==> src/hw/rtl/lcg48_pkg.sv <==
// shared types and constants of the 48-bit lcg random generator
package lcg48_pkg;

	localparam logic [47:0] LCG_MULT = 48'h0005_DEEC_E66D;
	localparam logic [47:0] LCG_ADD  = 48'h0000_0000_000B;
	// multiplier split at bit 24 for the shared 24x24 product
	localparam logic [23:0] MULT_LO  = LCG_MULT[23:0];
	localparam logic [23:0] MULT_HI  = LCG_MULT[47:24];

	typedef enum logic [2:0] {
		OP_RESEED    = 3'd0,
		OP_NEXT_BITS = 3'd1,
		OP_NEXT_INT  = 3'd2,
		OP_NEXT_LONG = 3'd3,
		OP_UNIFORM   = 3'd4,
		OP_INT_RANGE = 3'd5
	} lcg48_op_t;

	// controller to datapath
	typedef struct packed {
		logic load;
		logic adv_first;
		logic adv_mid;
		logic adv_last;
		logic draw_second;
		logic div_start;
		logic out_load;
	} lcg48_cmd_t;

	// datapath to controller
	typedef struct packed {
		logic [2:0] op;
		logic       span_zero;
		logic       div_busy;
	} lcg48_status_t;

endpackage

==> src/hw/rtl/lcg48_if.sv <==
// request and response channel interfaces of the lcg generator
interface lcg48_req_if;
	logic        valid;
	logic        ready;
	logic [2:0]  opcode;
	logic [5:0]  bit_count;
	logic [47:0] seed_value;
	logic [63:0] range_min;
	logic [63:0] range_max;

	modport source (
		output valid, opcode, bit_count, seed_value, range_min, range_max,
		input  ready
	);
	modport sink (
		input  valid, opcode, bit_count, seed_value, range_min, range_max,
		output ready
	);
endinterface

interface lcg48_rsp_if;
	logic        valid;
	logic        ready;
	logic [63:0] value;

	modport source (output valid, value, input ready);
	modport sink (input valid, value, output ready);
endinterface

==> src/hw/rtl/lcg48_div.sv <==
// bit-serial unsigned 64-bit remainder unit
module lcg48_div (
	input  logic        clk,
	input  logic        arst_n,
	input  logic        start,
	input  logic [63:0] dividend,
	input  logic [63:0] divisor,
	output logic        busy,
	output logic [63:0] remainder
);

	localparam int W  = 64;
	localparam int CW = $clog2(W);

	logic          busy_q;
	logic [CW-1:0] cnt_q;
	logic [W-1:0]  rem_q;
	logic [W-1:0]  dvd_q;
	logic [W-1:0]  dvs_q;
	logic [W:0]    trial;
	logic [W:0]    diff;

	assign trial = {rem_q, dvd_q[W-1]};
	assign diff  = trial - {1'b0, dvs_q};

	always_ff @(posedge clk or negedge arst_n) begin
		if (!arst_n) begin
			busy_q <= 1'b0;
			cnt_q  <= '0;
		end else if (start) begin
			busy_q <= 1'b1;
			cnt_q  <= '0;
		end else if (busy_q) begin
			cnt_q <= cnt_q + 1'b1;
			if (cnt_q == CW'(W - 1)) begin
				busy_q <= 1'b0;
			end
		end
	end

	always_ff @(posedge clk) begin
		if (start) begin
			rem_q <= '0;
			dvd_q <= dividend;
			dvs_q <= divisor;
		end else if (busy_q) begin
			dvd_q <= {dvd_q[W-2:0], 1'b0};
			// restoring step: keep the difference when it did not go negative
			if (!diff[W]) begin
				rem_q <= diff[W-1:0];
			end else begin
				rem_q <= trial[W-1:0];
			end
		end
	end

	assign busy      = busy_q;
	assign remainder = rem_q;

endmodule

==> src/hw/rtl/lcg48_datapath.sv <==
// generator state, shared multiplier, draw registers and result formatting
module lcg48_datapath import lcg48_pkg::*; (
	input  logic          clk,
	input  logic          arst_n,
	input  lcg48_cmd_t    cmd,
	output lcg48_status_t status,
	input  logic [2:0]    opcode,
	input  logic [5:0]    bit_count,
	input  logic [47:0]   seed_value,
	input  logic [63:0]   range_min,
	input  logic [63:0]   range_max,
	output logic [63:0]   value
);

	logic [47:0] state_q;
	logic [47:0] acc_q;
	logic [2:0]  op_q;
	logic [5:0]  bit_count_q;
	logic [63:0] min_q;
	logic [63:0] max_q;
	logic [31:0] draw_a_q;
	logic [31:0] draw_b_q;
	logic [63:0] value_q;

	logic [23:0] mul_a;
	logic [23:0] mul_b;
	logic [47:0] product;
	logic [47:0] acc_next;
	logic [63:0] span;
	logic [63:0] sext_a;
	logic [5:0]  n_bits;
	logic [5:0]  shift;
	logic [31:0] top_bits;
	logic        div_busy;
	logic [63:0] rem;
	logic [63:0] result;

	// one 24x24 product per step, high x high term falls outside 48 bits
	assign mul_a   = cmd.adv_mid ? state_q[47:24] : state_q[23:0];
	assign mul_b   = cmd.adv_last ? MULT_HI : MULT_LO;
	assign product = mul_a * mul_b;

	always_comb begin
		if (cmd.adv_first) begin
			acc_next = product + LCG_ADD;
		end else begin
			acc_next = acc_q + {product[23:0], 24'd0};
		end
	end

	always_ff @(posedge clk or negedge arst_n) begin
		if (!arst_n) begin
			state_q <= '0;
		end else if (cmd.load && opcode == OP_RESEED) begin
			state_q <= seed_value ^ LCG_MULT;
		end else if (cmd.adv_last) begin
			state_q <= acc_next;
		end
	end

	always_ff @(posedge clk) begin
		if (cmd.load) begin
			op_q        <= opcode;
			bit_count_q <= bit_count;
			min_q       <= range_min;
			max_q       <= range_max;
		end
		if (cmd.adv_first || cmd.adv_mid) begin
			acc_q <= acc_next;
		end
		if (cmd.adv_last) begin
			if (cmd.draw_second) begin
				draw_b_q <= acc_next[47:16];
			end else begin
				draw_a_q <= acc_next[47:16];
			end
		end
		if (cmd.out_load) begin
			value_q <= result;
		end
	end

	assign span   = max_q - min_q + 64'd1;
	assign sext_a = {{32{draw_a_q[31]}}, draw_a_q};

	lcg48_div u_div (
		.clk       (clk),
		.arst_n    (arst_n),
		.start     (cmd.div_start),
		.dividend  (sext_a),
		.divisor   (span),
		.busy      (div_busy),
		.remainder (rem)
	);

	// counts above 32 saturate, a zero count yields zero
	assign n_bits   = (bit_count_q > 6'd32) ? 6'd32 : bit_count_q;
	assign shift    = 6'd32 - n_bits;
	assign top_bits = (n_bits == 6'd0) ? 32'd0 : (draw_a_q >> shift);

	always_comb begin
		case (op_q)
			OP_NEXT_BITS: result = {{32{top_bits[31]}}, top_bits};
			OP_NEXT_INT:  result = sext_a;
			OP_NEXT_LONG: result = {draw_a_q, draw_b_q};
			OP_UNIFORM:   result = {11'd0, draw_a_q[31:6], draw_b_q[31:5]};
			OP_INT_RANGE: result = min_q + (status.span_zero ? sext_a : rem);
			default:      result = 64'd0;
		endcase
	end

	assign status.op        = op_q;
	assign status.span_zero = (span == 64'd0);
	assign status.div_busy  = div_busy;
	assign value            = value_q;

endmodule

==> src/hw/rtl/lcg48_ctrl.sv <==
// sequencing state machine of the lcg generator
module lcg48_ctrl import lcg48_pkg::*; (
	input  logic          clk,
	input  logic          arst_n,
	input  logic          in_valid,
	output logic          in_ready,
	output logic          out_valid,
	input  logic          out_ready,
	input  lcg48_status_t status,
	output lcg48_cmd_t    cmd
);

	typedef enum logic [7:0] {
		S_IDLE     = 8'b0000_0001,
		S_DISPATCH = 8'b0000_0010,
		S_ADV0     = 8'b0000_0100,
		S_ADV1     = 8'b0000_1000,
		S_ADV2     = 8'b0001_0000,
		S_SPAN     = 8'b0010_0000,
		S_DIV      = 8'b0100_0000,
		S_RESULT   = 8'b1000_0000
	} state_t;

	state_t state_q;
	state_t state_next;
	logic   second_q;
	logic   out_valid_q;
	logic   two_draws;
	logic   draws_any;

	assign two_draws = (status.op == OP_NEXT_LONG) || (status.op == OP_UNIFORM);
	assign draws_any = (status.op == OP_NEXT_BITS) || (status.op == OP_NEXT_INT) ||
	                   two_draws || (status.op == OP_INT_RANGE);

	always_comb begin
		state_next      = state_q;
		cmd             = '0;
		cmd.draw_second = second_q;
		in_ready        = 1'b0;
		unique case (state_q)
			S_IDLE: begin
				in_ready = 1'b1;
				if (in_valid) begin
					cmd.load   = 1'b1;
					state_next = S_DISPATCH;
				end
			end
			S_DISPATCH: begin
				state_next = draws_any ? S_ADV0 : S_RESULT;
			end
			S_ADV0: begin
				cmd.adv_first = 1'b1;
				state_next    = S_ADV1;
			end
			S_ADV1: begin
				cmd.adv_mid = 1'b1;
				state_next  = S_ADV2;
			end
			S_ADV2: begin
				cmd.adv_last = 1'b1;
				if (two_draws && !second_q) begin
					state_next = S_ADV0;
				end else if (status.op == OP_INT_RANGE) begin
					state_next = S_SPAN;
				end else begin
					state_next = S_RESULT;
				end
			end
			S_SPAN: begin
				if (status.span_zero) begin
					state_next = S_RESULT;
				end else begin
					cmd.div_start = 1'b1;
					state_next    = S_DIV;
				end
			end
			S_DIV: begin
				if (!status.div_busy) begin
					state_next = S_RESULT;
				end
			end
			S_RESULT: begin
				if (!out_valid_q || out_ready) begin
					cmd.out_load = 1'b1;
					state_next   = S_IDLE;
				end
			end
			default: begin
				state_next = S_IDLE;
			end
		endcase
	end

	always_ff @(posedge clk or negedge arst_n) begin
		if (!arst_n) begin
			state_q     <= S_IDLE;
			second_q    <= 1'b0;
			out_valid_q <= 1'b0;
		end else begin
			state_q <= state_next;
			if (cmd.load) begin
				second_q <= 1'b0;
			end else if (cmd.adv_last && two_draws && !second_q) begin
				second_q <= 1'b1;
			end
			if (cmd.out_load) begin
				out_valid_q <= 1'b1;
			end else if (out_ready) begin
				out_valid_q <= 1'b0;
			end
		end
	end

	assign out_valid = out_valid_q;

endmodule

==> src/hw/rtl/lcg48_random_generator_unit.sv <==
// top level of the 48-bit lcg random generator
// One request transaction in, one response transaction out. The generator keeps a
// 48-bit state, reset to zero, advanced as state = state * 0x5DEECE66D + 0xB mod 2^48.
// Each advance steps through S_ADV0, S_ADV1 and S_ADV2 on one shared 24x24 multiplier.
// Reseed and unknown opcodes run no advance, next bits and next int run one, next
// long and uniform two, and int range one followed by the bit-serial 64-bit
// remainder loop (one bit per cycle); a zero span skips that loop. req.ready rises
// again in the cycle after the result is loaded, so a new request goes in while
// the previous response still waits in the output register.
module lcg48_random_generator_unit import lcg48_pkg::*; (
	input  logic clk,
	input  logic arst_n,
	lcg48_req_if.sink   req,
	lcg48_rsp_if.source rsp
);

	lcg48_cmd_t    cmd;
	lcg48_status_t status;

	// sequencing: handshakes and step commands
	lcg48_ctrl u_ctrl (
		.clk       (clk),
		.arst_n    (arst_n),
		.in_valid  (req.valid),
		.in_ready  (req.ready),
		.out_valid (rsp.valid),
		.out_ready (rsp.ready),
		.status    (status),
		.cmd       (cmd)
	);

	// state, multiplier, remainder unit and output register
	lcg48_datapath u_dp (
		.clk        (clk),
		.arst_n     (arst_n),
		.cmd        (cmd),
		.status     (status),
		.opcode     (req.opcode),
		.bit_count  (req.bit_count),
		.seed_value (req.seed_value),
		.range_min  (req.range_min),
		.range_max  (req.range_max),
		.value      (rsp.value)
	);

	// a pending response is never overwritten
	a_no_overwrite: assert property (@(posedge clk) disable iff (!arst_n)
		cmd.out_load |-> (!rsp.valid || rsp.ready))
		else $error("response register loaded while a response is pending");

	// the last advance step always follows the middle one
	a_adv_order: assert property (@(posedge clk) disable iff (!arst_n)
		cmd.adv_last |-> $past(cmd.adv_mid))
		else $error("advance steps out of order");

	// starting the remainder loop makes it busy on the next cycle
	a_div_start: assert property (@(posedge clk) disable iff (!arst_n)
		cmd.div_start |=> status.div_busy)
		else $error("remainder unit did not start");

	// no new transaction is taken while the remainder loop runs
	a_load_idle: assert property (@(posedge clk) disable iff (!arst_n)
		cmd.load |-> !status.div_busy)
		else $error("request accepted while remainder unit busy");

endmodule
==> src/flat_wrapper.sv <==
// flat-port wrapper written by rule: the top's interface ports become plain ports
module lcg48_random_generator_unit_flat import lcg48_pkg::*;
  (clk, arst_n, req_valid, req_opcode, req_bit_count, req_seed_value, req_range_min, req_range_max, req_ready, rsp_valid, rsp_value, rsp_ready);
  lcg48_req_if req_i ();
  lcg48_rsp_if rsp_i ();
  input  logic clk;
  input  logic arst_n;
  input wire logic [$bits(req_i.valid)-1:0] req_valid;
  input wire logic [$bits(req_i.opcode)-1:0] req_opcode;
  input wire logic [$bits(req_i.bit_count)-1:0] req_bit_count;
  input wire logic [$bits(req_i.seed_value)-1:0] req_seed_value;
  input wire logic [$bits(req_i.range_min)-1:0] req_range_min;
  input wire logic [$bits(req_i.range_max)-1:0] req_range_max;
  output wire logic [$bits(req_i.ready)-1:0] req_ready;
  output wire logic [$bits(rsp_i.valid)-1:0] rsp_valid;
  output wire logic [$bits(rsp_i.value)-1:0] rsp_value;
  input wire logic [$bits(rsp_i.ready)-1:0] rsp_ready;
  assign req_i.valid = req_valid;
  assign req_i.opcode = req_opcode;
  assign req_i.bit_count = req_bit_count;
  assign req_i.seed_value = req_seed_value;
  assign req_i.range_min = req_range_min;
  assign req_i.range_max = req_range_max;
  assign req_ready = req_i.ready;
  assign rsp_valid = rsp_i.valid;
  assign rsp_value = rsp_i.value;
  assign rsp_i.ready = rsp_ready;
  lcg48_random_generator_unit u_core (.clk(clk), .arst_n(arst_n), .req(req_i), .rsp(rsp_i));
endmodule
==> config.mk <==
export PLATFORM = sky130hd
export DESIGN_NAME = lcg48_random_generator_unit_flat
export DESIGN_NICKNAME = d
export VERILOG_FILES = /design/src/hw/rtl/lcg48_pkg.sv /design/src/hw/rtl/lcg48_if.sv /design/src/hw/rtl/lcg48_div.sv /design/src/hw/rtl/lcg48_datapath.sv /design/src/hw/rtl/lcg48_ctrl.sv /design/src/hw/rtl/lcg48_random_generator_unit.sv /design/src/flat_wrapper.sv
export SDC_FILE = /design/constraint.sdc
export NUM_CORES = 2
export LEC_CHECK = 0
export ABC_CLOCK_PERIOD_IN_PS = 24900
export BUFFER_PORTS_ARGS = -buffer_cell sky130_fd_sc_hd__buf_2
export CORE_MARGIN = 8
export CORE_UTILIZATION = 40
export DETAILED_ROUTE_END_ITERATION = 16
export GPL_TIMING_DRIVEN = 0
export REMOVE_ABC_BUFFERS = 1
export SYNTH_ARGS = -nofsm -noshare
export SYNTH_HDL_FRONTEND = slang
export SYNTH_SLANG_ARGS = --single-unit
==> constraint.sdc <==
create_clock -name clk -period 24.9 [get_ports clk]
set_clock_uncertainty 0.2 [all_clocks]
set_input_delay 6.225 -clock clk [delete_from_list [all_inputs] [get_ports clk]]
set_output_delay 6.225 -clock clk [all_outputs]
set_load 0.02 [all_outputs]
==> results.md <==
- Hold Path Cell Cnt: 2
- Post-CTS Resized: 0
- Placeable Area: 131500 um^2
- First-pass GRT wire length: 266600 um
- Starting DRT DRC Count: around 3.8k
- Root Driver: clkbuf_16
- Clk slew on worst S/H paths: 0.06 ns
- CP required: roughly 25 ns
- Average size of a mapped cell: approximately 9.4 um^2
- I/O pin total: roughly 260
- Syn Inst Count: ~5.6k
- Final min period: about 13 ns
- # rows: 133
- Die area: 144300 um^2
- Hold Crit Class: register to register
- Share of layout cells above drive strength 1: roughly 8.5%
- Drt drc: 0
- Max stage delay cell, worst path: clkinv_1
- Tightest Pin Transition: about 1.4 ns
- Max clock buf depth: 3
- Sequential area share after synthesis: a little under a third
- Most used cell, CP: fa_1
- RSZ-0062 raised after global routing: false
- Reg-to-reg endpoint: u_core.u_dp.draw_b_q[31]
- Startpoint types: register
- Worst R2R Setup Slack: ~12 ns
- Final wirelength: between 150000 and 200000 um
- CTS Hold Bufs: 0
- Worst skew pair latency: between 0.6 and 0.7 ns
- DP Wirelength: between 100000 and 150000 um
- Clk sinks: 570
- CP peak stage delay: about 1.2 ns
- CP top delay family: adder cells
- Top FF cell, synth: edfxtp_1
- Gp weighted congestion: between 0.9 and 1
- FFs w/ async S/R, synth: a little under an eighth
- Post-synth EDFFs: 441
- Initial antenna violation count: 5
- Buf/Inv on CP: 6
- Number of nets in the layout: about 6.8k
- Setup Total Neg Slack: 0 ns
- CP Capture Type: register
- Arrival @ worst endpoint: about 13 ns
- Crit share post-route: between 50% and 60%
- Area contributors post-synth: edfxtp_1 25%, fa_1 13%, ha_1 12%
- CP Max Fanout: 25
- Outcome: completed
- Worst Setup Slack post-DPL: roughly 12 ns
- Slew margin rel.: a little under a tenth
- Final setup viols: 0
- Fmax: 77.85 MHz
- Yosys cell types: around 100
- Die H: between 300 and 400 um
- Worst R2R Path Depth: 31
- Fill cells: approximately 13k
- Vias: ~43k
- CTS tree: built
- Cts bufs inserted: 66
- Hold Startpoint: u_core.u_dp.state_q[1]
- Dominant cell type by area after synthesis: edfxtp_1
- Vias per Instance: between 5 and 6
- Vias in the first global route: around 43k
- Critical setup path kind: register to register
- Hold EP: u_core.u_dp.state_q[1]
- Final Slew Violations: 0
- Largest net degree at the start of global routing: 89
- Synth Warn #: 0
- Final hold vios: 0
- Layout area overhead: 10.41%
- Final WS setup: between 10 and 15 ns
- Post-DRT Antenna Nets: 0
- Top cell type's share of synthesized area: approximately 25%
- Pre-antenna DRT Iters: 7
- Post-synthesis cell area: 52950 um^2
- Congestion Overflow GR: 0
- Initial core utilization: about two fifths
- IO buf count: about 250
- #FFs+latches synth: 570
- Max cap viols: 0
- GRT Total Usage: a little under a quarter
- Die width: ~380 um
- Mean routed wirelength per cell: approximately 23 um
- RR Startpoint: u_core.u_ctrl.state_q[4]
- CTS H-tree lvls: 3
- Setup bufs post-CTS: 0
## cell families after synthesis
kind of cell    after synthesis  synth area share (%)
simple gates               1574                 13.82
flops                       570                 30.51
fa+ha+maj                   868                 25.33
compound gates             1288                 16.03
other cells                   1              0.007083
buf+inv                     887                 6.418
mux                         184                 3.538
xor+xnor                    263                 4.351
## layer usage
metal	global-route usage, %	vias up	share of wire (%)
met2	39.38	1461	47
met1	31.36	20990	43
met5	0	-	0
met4	9.353	0	4.2
li1	-	20070	-
met3	3.116	281	5.9
## worst max-delay path by stage
stage	start	endpoint	slack [ns]	cells after the start
4_1_cts	u_core.u_ctrl.state_q[4]	u_core.u_dp.draw_b_q[31]	12.10	31
5_1_grt	u_core.u_ctrl.state_q[4]	u_core.u_dp.draw_b_q[31]	11.34	31
3_5_place_dp	u_core.u_ctrl.state_q[4]	u_core.u_dp.draw_b_q[31]	12.17	31
2_1_floorplan	req_opcode[0]	u_core.u_dp.state_q[16]	14.53	4
3_3_place_gp	req_opcode[1]	u_core.u_dp.state_q[37]	8.92	5
6_report	u_core.u_ctrl.state_q[4]	u_core.u_dp.draw_b_q[31]	12.05	31
## placed cells by master (no fill, tap or decap), types with 15 or more instances in the layout
cell type,count
xor2_1,106
nor3_1,67
or3_1,25
nand2b_1,64
dfrtp_1,63
nor2_1,291
and2_1,28
nand4_1,54
o21a_1,44
and3_1,47
o21ai_1,22
a22oi_1,30
a211oi_1,84
a21o_1,187
ha_1,528
o21bai_1,38
a221oi_1,36
fa_1,340
o211ai_1,54
nor2b_1,37
o21ai_0,243
clkbuf_16,68
a21oi_1,314
nand3_1,81
inv_1,662
nand2_1,745
buf_2,253
o221ai_1,16
mux2i_1,159
a31oi_1,42
dfxtp_1,64
nor4_1,24
o31ai_1,18
a222oi_1,15
xnor2_1,156
edfxtp_1,441
mux2_2,25
## stage by stage
stage               utilization, %  hold WS (ns)  instances  cell area (um^2)
floorplan                        -        0.2331       5415             52050
global placement             42.23        0.2458       7424             55520
detailed placement           42.79        0.2538       7462             56260
CTS                          44.46        0.2679       7581             58450
global route                 44.46        0.3066       7581             58450
finish                       44.47        0.2720       7583             58460
## cell usage after synthesis, drive strengths merged (55+ instances only)
library cell,n
ha,528
dfxtp,64
mux2i,159
edfxtp,441
nand3,85
fa,340
nand2b,66
a21oi,316
nor3,68
buf,56
dfrtp,64
nand4,58
a21o,187
inv,665
clkbuf,165
o21ai,265
nor2,295
a211oi,86
xnor2,157
nand2,747
xor2,106
o211ai,55
## cell type report
cell class	count	area, um^2	area share (%)
timing repair buffer	292	1898	3.247
inverter	666	2510	4.293
clock buffer	84	1792	3.065
sequential	570	16160	27.64
multi-input combinational	4179	33500	57.31
antenna	2	5.005	0.008561
tap	1755	2196	3.756
clock inverter	35	400.4	0.6849
## sequential cells by signal (all words and copies together), names as in the netlist
name / count
u_core.u_dp.max_q: 64
u_core.u_dp.value: 64
u_core.u_ctrl.state_q: 8
u_core.u_ctrl.second_q: 1
u_core.u_dp.draw_a_q: 32
u_core.u_dp.u_div.busy: 1
u_core.u_dp.state_q: 48
u_core.u_dp.u_div.cnt_q: 6
u_core.u_dp.u_div.dvd_q: 64
u_core.u_ctrl.out_valid: 1
u_core.u_dp.draw_b_q: 32
u_core.u_dp.bit_count_q: 6
u_core.u_dp.u_div.remainder: 64
u_core.u_dp.u_div.dvs_q: 64
u_core.u_dp.min_q: 64
u_core.u_dp.acc_q: 48
u_core.u_dp.op_q: 3
## worst register-to-register path: cells and delay by family (launching register included)
kind | cells | cell delay (ns)
buf+inv | 6 | 1.79
simple gates | 14 | 4.32
compound gates | 1 | 0.99
mux | 1 | 0.20
fa+ha+maj | 8 | 4.31
xor+xnor | 1 | 0.18
flops | 1 | 0.53
Power is left out: the tool's default activity adds up to more than one toggle a clock period on the data nets, which glitch-free logic cannot reach.
